[src/hw/rtl/hwb_pkg.sv]
// hwb_pkg: shared types and codes for the host window bridge
// payload structs for the host and result channels, request and mode codes
// no dependencies
package hwb_pkg;

    localparam int OFFSET_W = 24;
    localparam int WORD_W   = 32;
    localparam int INDEX_W  = 5;
    localparam int STATUS_W = 16;

    localparam logic [OFFSET_W-1:0] STATUS_OFFSET_DEF = 24'h0F_0000;
    localparam logic [OFFSET_W-1:0] INDEX_OFFSET_DEF  = 24'h02_0000;

    // host access kinds
    localparam logic [1:0] KIND_HOST_READ  = 2'd0;
    localparam logic [1:0] KIND_HOST_WRITE = 2'd1;
    localparam logic [1:0] KIND_MODE_WRITE = 2'd2;

    // transfer modes
    localparam logic [1:0] MODE_OTHER = 2'd0;
    localparam logic [1:0] MODE_READ  = 2'd1;
    localparam logic [1:0] MODE_WRITE = 2'd2;

    // endpoint request codes
    localparam logic [2:0] REQ_NONE      = 3'd0;
    localparam logic [2:0] REQ_READ      = 3'd1;
    localparam logic [2:0] REQ_WRITE     = 3'd2;
    localparam logic [2:0] REQ_CFG_READ  = 3'd3;
    localparam logic [2:0] REQ_CFG_WRITE = 3'd4;

    localparam int READY_BIT = 7;
    localparam logic [WORD_W-1:0] ADDR_STEP = 32'd4;
    localparam logic [WORD_W-1:0] ALL_ONES  = '1;

    typedef struct packed {
        logic [1:0]          kind;
        logic [OFFSET_W-1:0] offset;
        logic [WORD_W-1:0]   wdata;
        logic [1:0]          xfer_mode;
        logic                ep_ack;
        logic [WORD_W-1:0]   ep_rdata;
        logic                cfg_ack;
        logic [7:0]          cfg_rdata;
    } host_item_t;

    typedef struct packed {
        logic [WORD_W-1:0]  rdata;
        logic [2:0]         req_kind;
        logic [WORD_W-1:0]  req_addr;
        logic [INDEX_W-1:0] req_index;
        logic [WORD_W-1:0]  req_wdata;
    } res_item_t;

endpackage

[src/hw/rtl/hwb_in_reg.sv]
// hwb_in_reg: input register of the host window bridge
// depends on hwb_pkg for the host item type
module hwb_in_reg
    import hwb_pkg::*;
(
    input  logic       clk,
    input  logic       rst_n,
    input  logic       valid,
    output logic       ready,
    input  host_item_t item,
    input  logic       take,
    output logic       stage_valid,
    output host_item_t stage_item
);

    logic       valid_reg;
    logic       valid_next;
    host_item_t item_reg;

    assign ready       = !valid_reg || take;
    assign valid_next  = ready ? valid : valid_reg;
    assign stage_valid = valid_reg;
    assign stage_item  = item_reg;

    always_ff @(posedge clk or negedge rst_n)
    begin
        if (!rst_n)
        begin
            valid_reg <= 1'b0;
        end
        else
        begin
            valid_reg <= valid_next;
        end
    end

    // payload loads on every accepted transaction
    always_ff @(posedge clk)
    begin
        if (valid && ready)
        begin
            item_reg <= item;
        end
    end

endmodule

[src/hw/rtl/hwb_core.sv]
// hwb_core: bridge state and per-access decode
// depends on hwb_pkg for item types, access kinds and request codes
module hwb_core
    import hwb_pkg::*;
#(
    parameter logic [OFFSET_W-1:0] STATUS_OFFSET = STATUS_OFFSET_DEF,
    parameter logic [OFFSET_W-1:0] INDEX_OFFSET  = INDEX_OFFSET_DEF
)
(
    input  logic       clk,
    input  logic       rst_n,
    input  logic       take,
    input  host_item_t item,
    output res_item_t  result
);

    logic [1:0]          mode_reg,        mode_next;
    logic [WORD_W-1:0]   cur_address_reg, cur_address_next;
    logic                addr_valid_reg,  addr_valid_next;
    logic [WORD_W-1:0]   prefetch_reg,    prefetch_next;
    logic                pf_valid_reg,    pf_valid_next;
    logic [STATUS_W-1:0] status_reg,      status_next;
    logic [INDEX_W-1:0]  cfg_index_reg,   cfg_index_next;
    logic                idx_valid_reg,   idx_valid_next;

    logic                is_status;
    logic                is_index;
    logic [WORD_W-1:0]   addr_inc;
    logic [INDEX_W-1:0]  new_index;

    assign is_status = (item.offset == STATUS_OFFSET);
    assign is_index  = (item.offset == INDEX_OFFSET);
    assign addr_inc  = cur_address_reg + ADDR_STEP;
    assign new_index = {item.wdata[7], item.wdata[3:0]};

    always_comb
    begin
        mode_next        = mode_reg;
        cur_address_next = cur_address_reg;
        addr_valid_next  = addr_valid_reg;
        prefetch_next    = prefetch_reg;
        pf_valid_next    = pf_valid_reg;
        status_next      = status_reg;
        cfg_index_next   = cfg_index_reg;
        idx_valid_next   = idx_valid_reg;
        result           = '0;

        case (item.kind)
            KIND_HOST_READ:
            begin
                result.rdata = ALL_ONES;
                if (is_status)
                begin
                    result.rdata = {{(WORD_W-STATUS_W){1'b0}}, status_reg};
                end
                else if (idx_valid_reg)
                begin
                    result.req_kind  = REQ_CFG_READ;
                    result.req_index = cfg_index_reg;
                    if (item.cfg_ack)
                    begin
                        result.rdata = {{(WORD_W-8){1'b0}}, item.cfg_rdata};
                    end
                    idx_valid_next = 1'b0;
                end
                else if (addr_valid_reg && mode_reg == MODE_READ)
                begin
                    if (pf_valid_reg)
                    begin
                        result.rdata     = prefetch_reg;
                        pf_valid_next    = 1'b0;
                        cur_address_next = addr_inc;
                    end
                    else
                    begin
                        result.req_kind = REQ_READ;
                        result.req_addr = cur_address_reg;
                        if (item.ep_ack)
                        begin
                            result.rdata     = item.ep_rdata;
                            cur_address_next = addr_inc;
                        end
                    end
                end
            end
            KIND_HOST_WRITE:
            begin
                if (is_status)
                begin
                    status_next            = item.wdata[STATUS_W-1:0];
                    status_next[READY_BIT] = 1'b0;
                    addr_valid_next        = 1'b0;
                    pf_valid_next          = 1'b0;
                    idx_valid_next         = 1'b0;
                end
                else if (is_index)
                begin
                    cfg_index_next  = new_index;
                    idx_valid_next  = (new_index != '0);
                    addr_valid_next = 1'b0;
                    pf_valid_next   = 1'b0;
                end
                else if (idx_valid_reg)
                begin
                    result.req_kind  = REQ_CFG_WRITE;
                    result.req_index = cfg_index_reg;
                    result.req_wdata = {{(WORD_W-8){1'b0}}, item.wdata[7:0]};
                    idx_valid_next   = 1'b0;
                end
                else if (!addr_valid_reg)
                begin
                    // first data write latches the 24-bit start address
                    cur_address_next = {{(WORD_W-OFFSET_W){1'b0}}, item.wdata[OFFSET_W-1:0]};
                    addr_valid_next  = 1'b1;
                    pf_valid_next    = 1'b0;
                    if (mode_reg == MODE_READ)
                    begin
                        result.req_kind = REQ_READ;
                        result.req_addr = cur_address_next;
                        if (item.ep_ack)
                        begin
                            prefetch_next          = item.ep_rdata;
                            pf_valid_next          = 1'b1;
                            status_next[READY_BIT] = 1'b1;
                        end
                    end
                end
                else if (mode_reg == MODE_WRITE)
                begin
                    result.req_kind  = REQ_WRITE;
                    result.req_addr  = cur_address_reg;
                    result.req_wdata = item.wdata;
                    if (item.ep_ack)
                    begin
                        cur_address_next = addr_inc;
                    end
                end
            end
            KIND_MODE_WRITE:
            begin
                if (item.xfer_mode != mode_reg)
                begin
                    addr_valid_next        = 1'b0;
                    pf_valid_next          = 1'b0;
                    status_next[READY_BIT] = 1'b0;
                end
                mode_next = item.xfer_mode;
            end
            default:
            begin
                result = '0;
            end
        endcase
    end

    always_ff @(posedge clk or negedge rst_n)
    begin
        if (!rst_n)
        begin
            mode_reg        <= '0;
            cur_address_reg <= '0;
            addr_valid_reg  <= 1'b0;
            prefetch_reg    <= '0;
            pf_valid_reg    <= 1'b0;
            status_reg      <= '0;
            cfg_index_reg   <= '0;
            idx_valid_reg   <= 1'b0;
        end
        else if (take)
        begin
            mode_reg        <= mode_next;
            cur_address_reg <= cur_address_next;
            addr_valid_reg  <= addr_valid_next;
            prefetch_reg    <= prefetch_next;
            pf_valid_reg    <= pf_valid_next;
            status_reg      <= status_next;
            cfg_index_reg   <= cfg_index_next;
            idx_valid_reg   <= idx_valid_next;
        end
    end

endmodule

[src/hw/rtl/hwb_out_reg.sv]
// hwb_out_reg: result register of the host window bridge
// depends on hwb_pkg for the result item type
module hwb_out_reg
    import hwb_pkg::*;
(
    input  logic      clk,
    input  logic      rst_n,
    input  logic      load,
    input  res_item_t load_item,
    output logic      valid,
    input  logic      ready,
    output res_item_t item
);

    logic      valid_reg;
    logic      valid_next;
    res_item_t item_reg;

    assign valid_next = load ? 1'b1 : (ready ? 1'b0 : valid_reg);
    assign valid      = valid_reg;
    assign item       = item_reg;

    always_ff @(posedge clk or negedge rst_n)
    begin
        if (!rst_n)
        begin
            valid_reg <= 1'b0;
        end
        else
        begin
            valid_reg <= valid_next;
        end
    end

    always_ff @(posedge clk)
    begin
        if (load)
        begin
            item_reg <= load_item;
        end
    end

endmodule

[src/hw/rtl/host_window_bridge_autoinc.sv]
// host_window_bridge_autoinc: host access window bridging to one endpoint
// depends on hwb_pkg, hwb_in_reg, hwb_core, hwb_out_reg
//
//   channel  direction  handshake                payload
//   host     in         host_valid / host_ready  host_item (host_item_t)
//   res      out        res_valid / res_ready    res_item (res_item_t)
//
// each host transaction yields exactly one result transaction
// accesses pass the input register, then decode into the result register
// one transaction per cycle sustained while res_ready stays high; the only
// loop is the state update in hwb_core, registered when an access is taken
// rst_n clears all bridge state and both valid flags asynchronously
// a stalled result holds the core; an empty input register still takes one more
// transaction, after which host_ready stays low until res_ready returns
module host_window_bridge_autoinc
    import hwb_pkg::*;
#(
    parameter logic [OFFSET_W-1:0] STATUS_OFFSET = STATUS_OFFSET_DEF,
    parameter logic [OFFSET_W-1:0] INDEX_OFFSET  = INDEX_OFFSET_DEF
)
(
    input  logic       clk,
    input  logic       rst_n,
    input  logic       host_valid,
    output logic       host_ready,
    input  host_item_t host_item,
    output logic       res_valid,
    input  logic       res_ready,
    output res_item_t  res_item
);

    logic       stage_valid;
    host_item_t stage_item;
    res_item_t  core_result;
    logic       take;

    // the staged access moves on when the result register is empty or draining
    assign take = stage_valid && (!res_valid || res_ready);

    hwb_in_reg u_in_reg (
        .clk         (clk),
        .rst_n       (rst_n),
        .valid       (host_valid),
        .ready       (host_ready),
        .item        (host_item),
        .take        (take),
        .stage_valid (stage_valid),
        .stage_item  (stage_item)
    );

    // decode and state update happen in the same cycle the access is taken
    hwb_core #(
        .STATUS_OFFSET (STATUS_OFFSET),
        .INDEX_OFFSET  (INDEX_OFFSET)
    ) u_core (
        .clk    (clk),
        .rst_n  (rst_n),
        .take   (take),
        .item   (stage_item),
        .result (core_result)
    );

    hwb_out_reg u_out_reg (
        .clk       (clk),
        .rst_n     (rst_n),
        .load      (take),
        .load_item (core_result),
        .valid     (res_valid),
        .ready     (res_ready),
        .item      (res_item)
    );

endmodule

[config.mk]
export PLATFORM = sky130hd
export DESIGN_NAME = host_window_bridge_autoinc
export DESIGN_NICKNAME = d
export VERILOG_FILES = /design/src/hw/rtl/hwb_pkg.sv /design/src/hw/rtl/hwb_in_reg.sv /design/src/hw/rtl/hwb_core.sv /design/src/hw/rtl/hwb_out_reg.sv /design/src/hw/rtl/host_window_bridge_autoinc.sv
export SDC_FILE = /design/constraint.sdc
export NUM_CORES = 1
export LEC_CHECK = 0
export BUFFER_PORTS_ARGS = -buffer_cell sky130_fd_sc_hd__buf_2
export CORE_MARGIN = 2
export CORE_UTILIZATION = 45
export DETAILED_ROUTE_END_ITERATION = 8
export MAX_ROUTING_LAYER = met4
export PLACE_DENSITY = 0.66
export SYNTH_ARGS = -nofsm -noshare
export SYNTH_HDL_FRONTEND = slang
export SYNTH_SLANG_ARGS = --single-unit
[constraint.sdc]
create_clock -name clk -period 6.13 [get_ports clk]
set_input_delay 0.613 -clock clk [delete_from_list [all_inputs] [get_ports clk]]
set_output_delay 0.613 -clock clk [all_outputs]
set_load 0.01 [all_outputs]
==> results of run 1 <==
==> cells by family after synthesis <==
family | synth area share [%]
buffers and inverters | 3.05
multiplexers | 5.54
AND/OR/NAND/NOR | 12.6
XOR/XNOR | 1.20
AO/OA/AOI/OAI | 12.7
flip-flops | 64.4
adder cells (fa/ha/maj) | 0.475
==> where the power goes <==
part	switching (W)	internal [W]	leakage (nW)	total, W
registers	0.000181	0.00239	3.21	0.00257
clock network	0.000764	0.00108	0.497	0.00185
logic	0.000332	0.000254	2.54	0.000587
total	0.00128	0.00373	6.24	0.00500
==> per-layer routing <==
layer  routed length [um]  vias to the layer above  share of wire (%)
li1                     -                     4341                  -
met1                15100                     4531                 45
met2                15400                      370                 46
met3                 2110                       69                6.3
met4                  952                        0                2.8
met5                    0                        -                  0
==> layout make-up <==
cell class,count,area (um2),area share (%)
clock buffers,47,886,5.70
well taps,384,480,3.09
inverters,13,51.3,0.330
diodes,1,2.50,0.0161
flip-flops and latches,298,8490,54.6
clock inverters,11,124,0.797
multi-input cells,648,4310,27.7
repair buffers,229,1200,7.70
==> cell usage in the layout, fill, tap and decap left out, drive strengths merged, types with 14 or more instances in the layout <==
cell / synthesis / routed
dfrtp: 92 / 92
a22o: 25 / 25
a211oi: 14 / 14
a21oi: 65 / 65
mux2: 58 / 58
nor3: 20 / 20
buf: 27 / 228
clkbuf: 54 / 47
nand4: 18 / 18
o22ai: 38 / 38
o211ai: 14 / 14
nor2: 50 / 50
and3: 38 / 38
edfxtp: 206 / 206
and2: 24 / 24
nand2: 66 / 66
nand3: 26 / 26
o21ai: 37 / 37
nor2b: 14 / 14
==> critical path: stages, from the launching register on <==
cell,delay (ns)
dfrtp_1,0.82
buf_4,0.36
nand2_1,0.37
nor4_2,0.33
buf_4,0.36
o21a_1,0.98
a22o_1,0.26
==> how the worst max path moves through the flow <==
| stage | start | end | slack (ns) | cells after the start |
|---|---|---|---|---|
| after CTS | u_core.addr_valid_reg | u_out_reg.item[42] | 2.52 | 6 |
| after global placement | u_core.addr_valid_reg | u_out_reg.item[39] | 2.63 | 6 |
| final | u_core.addr_valid_reg | u_out_reg.item[41] | 2.47 | 6 |
| after detailed placement | u_core.addr_valid_reg | u_out_reg.item[42] | 2.55 | 6 |
| after global routing | u_core.addr_valid_reg | u_out_reg.item[42] | 2.17 | 6 |
| after floorplan | res_ready | u_core.prefetch_reg[5] | 1.75 | 8 |
==> what timing repair did <==
item	in CTS	in global routing
hold buffers	1	0
gates resized for setup	0	0
endpoints found under the hold margin	23	0
endpoints found under the setup margin	0	0
==> through the flow <==
step	instances	total power [W]
after floorplan	1040	0.00296
after global placement	1571	0.00317
after detailed placement	1571	0.00319
after CTS	1630	0.00504
after global routing	1631	0.00521
final	1631	0.00500
==> results_dict.tcl, run 1 <==
set metrics [dict create \
    syn_nets 1151 \
    pre_cts_ws_ns 2.55 \
    async_reset_ff_share_pct 30.9 \
    root_buffer "clkbuf_16" \
    fin_nets 1332 \
    cts_tree "done" \
    slew_headroom_pct 17.3 \
    fin_crit_sh_pct 59.7 \
    avgSynthCellArea_um2 12.7 \
    finalCriticalPeriod_ns 3.66 \
    start_kind "register" \
    reg2reg_to "u_out_reg.item[41]" \
    ys.flop_type "edfxtp_1" \
    dpl.hpwl_um 21900 \
    die_w_um 175 \
    gp_congestion 0.916 \
    wl_um 33500 \
    ys_types 78 \
    use_met1_pct 31.9 \
    path_max_fanout 32 \
    initial_core_util_pct 45.8 \
    globalRouteTotalUtil_pct 22.3 \
    synth_warnings 0 \
    clkTransAtPathRegs_ns 0.06 \
    antenna_left 0 \
    min_from "host_item[38]" \
    clock_sinks 298 \
    grt_start_max_net_pins 81 \
    crit_type "reg2reg" \
    syn-cell-area_um2 13200 \
    worstMarginPinSlew_ns 1.24 \
    fill_cells 2437 \
    ys_seq_area_share_pct 64.4 \
    drive_gt1_share_pct 28.5 \
    cp.required_ns 6.56 \
    largest_register_ffs 104 \
    powerDensity_nw_per_um2 322 \
    area_growth_syn_to_layout_pct 17.9 \
    setup_viol 0 \
    grt.busiest_layer "met2" \
    grt_pass1_wl_um 52100 \
    clock_latency_ns 0.57 \
    synth.area.top_cells "edfxtp_1 (47%), dfrtp_1 (17%), mux2_2 (4.7%), a21oi_1 (2.5%), nand2_1 (1.9%)" \
    hold_path_class "in2reg" \
    r2r_cells 6 \
    via_count 9311 \
    dpl_cell_area_um2 14500 \
    r2r-start "u_core.addr_valid_reg" \
    synth_common_cells "edfxtp_1 (206), dfrtp_1 (92), a21oi_1 (65), nand2_1 (65), mux2_2 (55)" \
    viasPerCell 5.71 \
    finish.utilization_pct 54.0 \
    ir_drop_uv 259 \
    fmax_mhz 273 \
    finalHoldViolations 0 \
    stdcell_area_um2 15500 \
    first_pass_iters 5 \
    skew_ns 0.00888 \
    cp-end-kind "register" \
    synth.most_common_cell "edfxtp_1" \
    rsz0062_at_grt "false" \
    yosysTopAreaCell "edfxtp_1" \
    cts_made_buffers 31 \
    p_leak_nw 6.24 \
    die_h_um 175 \
    outcome "complete, no violations" \
    cts_max_level 1 \
    yosysTopAreaCellShare_pct 46.9 \
    core_area_um2 28800 \
    grt-ovfl-total 0 \
    grt_pass1_vias 8987 \
    die_area_um2 30700 \
    netlist_instances 1040 \
    setup-tns-final_ns 0 \
    drt_first_iter_violations 919 \
    drcViolationCount 0 \
    setup_slack_ns 2.47 \
    ios 212 \
    holdPathStages 1 \
    clk_path_buf_depth 3 \
    hold_end "u_in_reg.stage_item[38]" \
    ys_seq_elements 298 \
    met2_usage_pct 33.4 \
    wire_per_inst_um 20.5 \
    maxSlewViolCount 0 \
    maxCapViolations 0 \
    cts_setup_buffers 0 \
    cp.arrival_ns 4.09 \
    rrSetupSlack_ns 2.47 \
    portBuffers 211 \
    grt_use_met3_pct 3.37 \
    hold-worst-slack_ns 0.211 \
    antenna_found_initial 1 \
    rows 62 \
    synth_edf_count 206 \
]
Note: power is estimated with default switching activity, not from simulation.
==> run 2: changes to the inputs <==
PLACE_DENSITY = 0.68   (was 0.66)
clock period = 2.9 ns   (was 6.13 ns; I/O delays follow)
==> run 2 against run 1 <==
Critical path type unchanged. Highest routed layer unchanged. Via count rose by 7.1%. Critical path depth rose by 1. Maximum frequency rose by 38%. Count of clock-buffer cells in the layout rose by 6. First-iteration DRC count fell by 17%. Largest cell class unchanged.
==> results_dict.tcl, run 2 (synthesis results as in run 1) <==
set metrics [dict create \
    maxSlewViolCount 0 \
    cp.arrival_ns 3.13 \
    drt_first_iter_violations 764 \
    wl_um 35500 \
    layout_commonest_cell "buf_2" \
    cts_setup_buffers 0 \
    dpl.cell_count 1610 \
    cts_max_level 1 \
    final_cells 1772 \
    fmax_mhz 378 \
    finalHoldViolations 0 \
    cp.required_ns 3.38 \
    antenna_found_initial 0 \
    cts_tree "done" \
    crit_chain "or4_4 > or2_4 > or3_4 > and2_1 > buf_4 > a41o_1 > a221oi_2" \
    fill_cells 2343 \
    pre_cts_ws_ns 0.287 \
    area_growth_syn_to_layout_pct 28.3 \
    fin_crit_sh_pct 91.3 \
    start_kind "register" \
    drive_gt1_share_pct 28.0 \
    setup_slack_ns 0.251 \
    hold_path_class "in2reg" \
    setup-tns-final_ns 0 \
    setup_viol 0 \
    gp_congestion 0.922 \
    rrSetupSlack_ns 0.25 \
    antenna_cells 0 \
    grt_pass1_vias 9974 \
    die_h_um 175 \
    finalCriticalPeriod_ns 2.65 \
    powerDensity_nw_per_um2 632 \
    p_total_w 0.0107 \
    wire_per_inst_um 20.0 \
    rows 62 \
    initial_core_util_pct 45.8 \
    die_area_um2 30700 \
    first_pass_iters 5 \
    die_w_um 175 \
    cts_resized 0 \
    outcome "complete, no violations" \
    worstMarginPinSlew_ns 0.850 \
    maxCapViolations 0 \
    viasPerCell 5.63 \
    dpl.hpwl_um 22600 \
    globalRouteTotalUtil_pct 23.7 \
    crit_family "simple AND/OR/NAND/NOR gates" \
    clkTransAtPathRegs_ns 0.06 \
    clock_latency_ns 0.57 \
    finish.utilization_pct 58.8 \
    skew_ns 0.0149 \
    slowest_delay_ns 0.54 \
    grt_start_max_net_pins 62 \
    clk_path_buf_depth 3 \
    rsz0062_at_grt "false" \
    clock_sinks 298 \
    core_area_um2 28800 \
    path_buf_inv 1 \
    antenna_left 0 \
    cpMaxStageDelayCell "or4_4" \
    cts_made_buffers 31 \
    grt-ovfl-total 0 \
    crit_type "reg2reg" \
    drcViolationCount 0 \
    portBuffers 211 \
    grt_pass1_wl_um 55800 \
    ios 212 \
    ir_drop_uv 512 \
    path_max_fanout 19 \
    p_leak_nw 6.88 \
    via_count 9968 \
    cp-end-kind "register" \
    fin_nets 1474 \
    slew_headroom_pct 43.3 \
    root_buffer "clkbuf_16" \
    final_cell_mix "buf_2 (210), edfxtp_1 (206), dlygate4sd3_1 (104)" \
    largest_register_ffs 104 \
]
run 2: changes by cell type in the layout (fill, tap and decap cells not counted), sizes merged, moves of 5 or more:
cell,delta
buf,+39
clkbuf,+6
clkinv,-5
dlygate4sd3,+103
run 2: stage by stage:
stage	instance area (um2)	hold WS, ns
CTS	16900	0.00559
detailed placement	14900	0.339
finish	16900	0.0231
global route	16900	0.0376
floorplan	13200	-0.00559
global placement	14900	0.340
run 2: timing repair:
action	CTS	global route
endpoints found under the hold margin	141	0
hold buffers	104	0
setup endpoints to repair	0	0
run 2: final cells by class:
| class | instances | area [um2] | share of cell area [%] |
|---|---|---|---|
| flip-flops and latches | 298 | 8490 | 50.2 |
| multi-input cells | 648 | 4350 | 25.7 |
| repair buffers | 371 | 2570 | 15.2 |
| clock buffers | 53 | 898 | 5.31 |
| well taps | 384 | 480 | 2.84 |
| clock inverters | 5 | 71.3 | 0.422 |
| inverters | 13 | 52.6 | 0.311 |
run 2: where the power goes:
group	switching (W)	internal (W)	leakage [nW]
combinational	0.000812	0.000701	3.21
clock	0.00161	0.00219	0.465
sequential	0.000318	0.00505	3.21
run 2: worst reg2reg max path, cell delays in order, from the launching register on:
cell      delay [ns]
edfxtp_1        0.37
or4_4           0.54
or2_4           0.29
or3_4           0.49
and2_1          0.21
buf_4           0.21
a41o_1          0.24
a221oi_2        0.21
run 2: per-layer routing:
layer / vias up / global-route usage [%] / share of wire [%]
li1: 4624 / - / -
met1: 4899 / 31.0 / 42
met2: 381 / 38.0 / 49
met3: 64 / 3.74 / 6.4
met4: 0 / 7.85 / 2.9
met5: - / - / 0
run 2: path summary, 6_finish.rpt:
| kind | start | depth (start not counted) | to |
|---|---|---|---|
| setup / recovery | u_in_reg.stage_item[87] | 7 | u_core.cur_address_reg[8] |
| hold / removal | res_ready | 3 | u_out_reg.valid |
| setup reg to reg | u_in_reg.stage_item[87] | 7 | u_core.cur_address_reg[8] |
| hold reg to reg | u_in_reg.stage_item[14] | 1 | u_core.prefetch_reg[5] |
| max in group asynchronous | rst_n | 3 | u_in_reg.stage_valid |
| min in group asynchronous | rst_n | 2 | u_core.prefetch_reg[25] |
==> run 3: changes to the inputs <==
ABC_CLOCK_PERIOD_IN_PS = 2900   (was unset)
BUFFER_PORTS_ARGS = -buffer_cell sky130_fd_sc_hd__clkbuf_2   (was -buffer_cell sky130_fd_sc_hd__buf_2)
REMOVE_ABC_BUFFERS = 1   (was unset)
==> run 3 against run 2 <==
Critical endpoint unchanged. Count of clock-buffer cells in the layout fell by 17. Global-route usage fell by 0.34 points. Die area is the same. Utilization rose by 0.10 points. Final area rose by 0.18%. Combinational power down 3%. Critical path depth did not move. Critical path type unchanged. Power up 3.0%. Maximum frequency shrank 1.8%.
==> results_dict.tcl, run 3 (synthesis results as in run 1) <==
set metrics [dict create \
    wl_um 35000 \
    worstMarginPinSlew_ns 0.997 \
    fin_nets 1468 \
    initial_core_util_pct 45.8 \
    cts_resized 0 \
    r2r-start "u_in_reg.stage_item[81]" \
    maxSlewViolCount 0 \
    grt_pass1_wl_um 54900 \
    stdcell_area_um2 16900 \
    first_pass_iters 7 \
    cp-end-kind "register" \
    ios 212 \
    portBuffers 211 \
    outcome "complete, no violations" \
    powerDensity_nw_per_um2 650 \
    root_buffer "clkbuf_16" \
    globalRouteTotalUtil_pct 23.4 \
    maxCapViolations 0 \
    cp.arrival_ns 3.17 \
    area_growth_syn_to_layout_pct 28.5 \
    dpl_cell_area_um2 14800 \
    setup_viol 0 \
    p_total_w 0.0110 \
    rsz0062_at_grt "false" \
    finalHoldViolations 0 \
    dpl.cell_count 1603 \
    largest_register_ffs 104 \
    drcViolationCount 0 \
    drive_gt1_share_pct 28.1 \
    rows 62 \
    antenna_found_initial 1 \
    die_h_um 175 \
    rrSetupSlack_ns 0.20 \
    hold_path_class "in2async" \
    die_w_um 175 \
    grt-ovfl-total 0 \
    cts_made_buffers 31 \
    finalCriticalPeriod_ns 2.70 \
    slew_headroom_pct 33.4 \
    cts_tree "done" \
    r2r_cells 7 \
    clk_path_buf_depth 3 \
    p_leak_nw 6.90 \
    cts_setup_buffers 0 \
    viasPerCell 5.66 \
    final_cell_mix "clkbuf_2 (210), edfxtp_1 (206), dlygate4sd3_1 (105)" \
    die_area_um2 30700 \
    grt_pass1_vias 9974 \
    cts_max_level 1 \
    grt_start_max_net_pins 55 \
    hold_buffers 105 \
    gp_congestion 0.919 \
    cp.required_ns 3.37 \
    crit_type "reg2reg" \
    path_max_fanout 11 \
    core_area_um2 28800 \
    fin_crit_sh_pct 93.0 \
    clock_sinks 298 \
    clkTransAtPathRegs_ns 0.06 \
    reg2reg_to "u_core.cur_address_reg[8]" \
    layout_commonest_cell "clkbuf_2" \
    dpl.hpwl_um 22000 \
    drt_first_iter_violations 739 \
    start_kind "register" \
    antenna_left 0 \
    wire_per_inst_um 19.8 \
    skew_ns 0.0132 \
    clock_latency_ns 0.57 \
    final_cells 1767 \
    hold-worst-slack_ns 0.290 \
    via_count 10000 \
    fmax_mhz 371 \
    ir_drop_uv 503 \
]
-- run 3: worst max-delay path by stage --
stage                               from                          to  slack [ns]  depth (start not counted)
2_1_floorplan            u_out_reg.valid      u_core.prefetch_reg[5]       -1.50                          6
3_3_place_gp     u_in_reg.stage_item[87]   u_core.cur_address_reg[8]        0.29                          7
3_5_place_dp     u_in_reg.stage_item[87]   u_core.cur_address_reg[8]        0.25                          7
4_1_cts          u_in_reg.stage_item[87]   u_core.cur_address_reg[8]        0.22                          7
5_1_grt        u_core.cur_address_reg[2]  u_core.cur_address_reg[28]        0.06                          7
6_report         u_in_reg.stage_item[81]   u_core.cur_address_reg[8]        0.20                          7
-- run 3: final cells by class --
type | count | area [um2]
fillers | 2321 | 11800
multi-input cells | 648 | 4310
diodes | 1 | 2.50
well taps | 384 | 480
clock buffers | 36 | 795
clock inverters | 22 | 270
flip-flops and latches | 298 | 8490
inverters | 13 | 51.3
repair buffers | 365 | 2540
-- run 3: per-layer routing --
metal | routed length [um] | GRT usage (%)
met5 | 0 | -
met4 | 998 | 7.43
met3 | 2080 | 2.98
met2 | 17000 | 37.5
met1 | 15000 | 31.1
-- run 3: worst max-delay path, stage by stage, from the launching register on --
cell and delay (ns):
edfxtp_1 0.37, or4_1 0.56, or2_4 0.28, or3_4 0.49, and2_1 0.27, buf_4 0.20, a41o_1 0.22, a221oi_2 0.20
-- run 3: stage by stage --
step                      setup slack (ns)  setup TNS (ns)  util, %
after floorplan                      -1.50         -275.22        -
after global placement               0.289               0     51.5
after detailed placement             0.249               0     51.5
after CTS                            0.223               0     58.8
after global routing                0.0580               0     58.9
final                                0.202               0     58.9
-- run 3: power breakdown --
| group | internal (W) | switching [W] |
|---|---|---|
| Combinational | 0.000670 | 0.000790 |
| Clock | 0.00249 | 0.00167 |
| Sequential | 0.00505 | 0.000336 |
| Total | 0.00821 | 0.00279 |
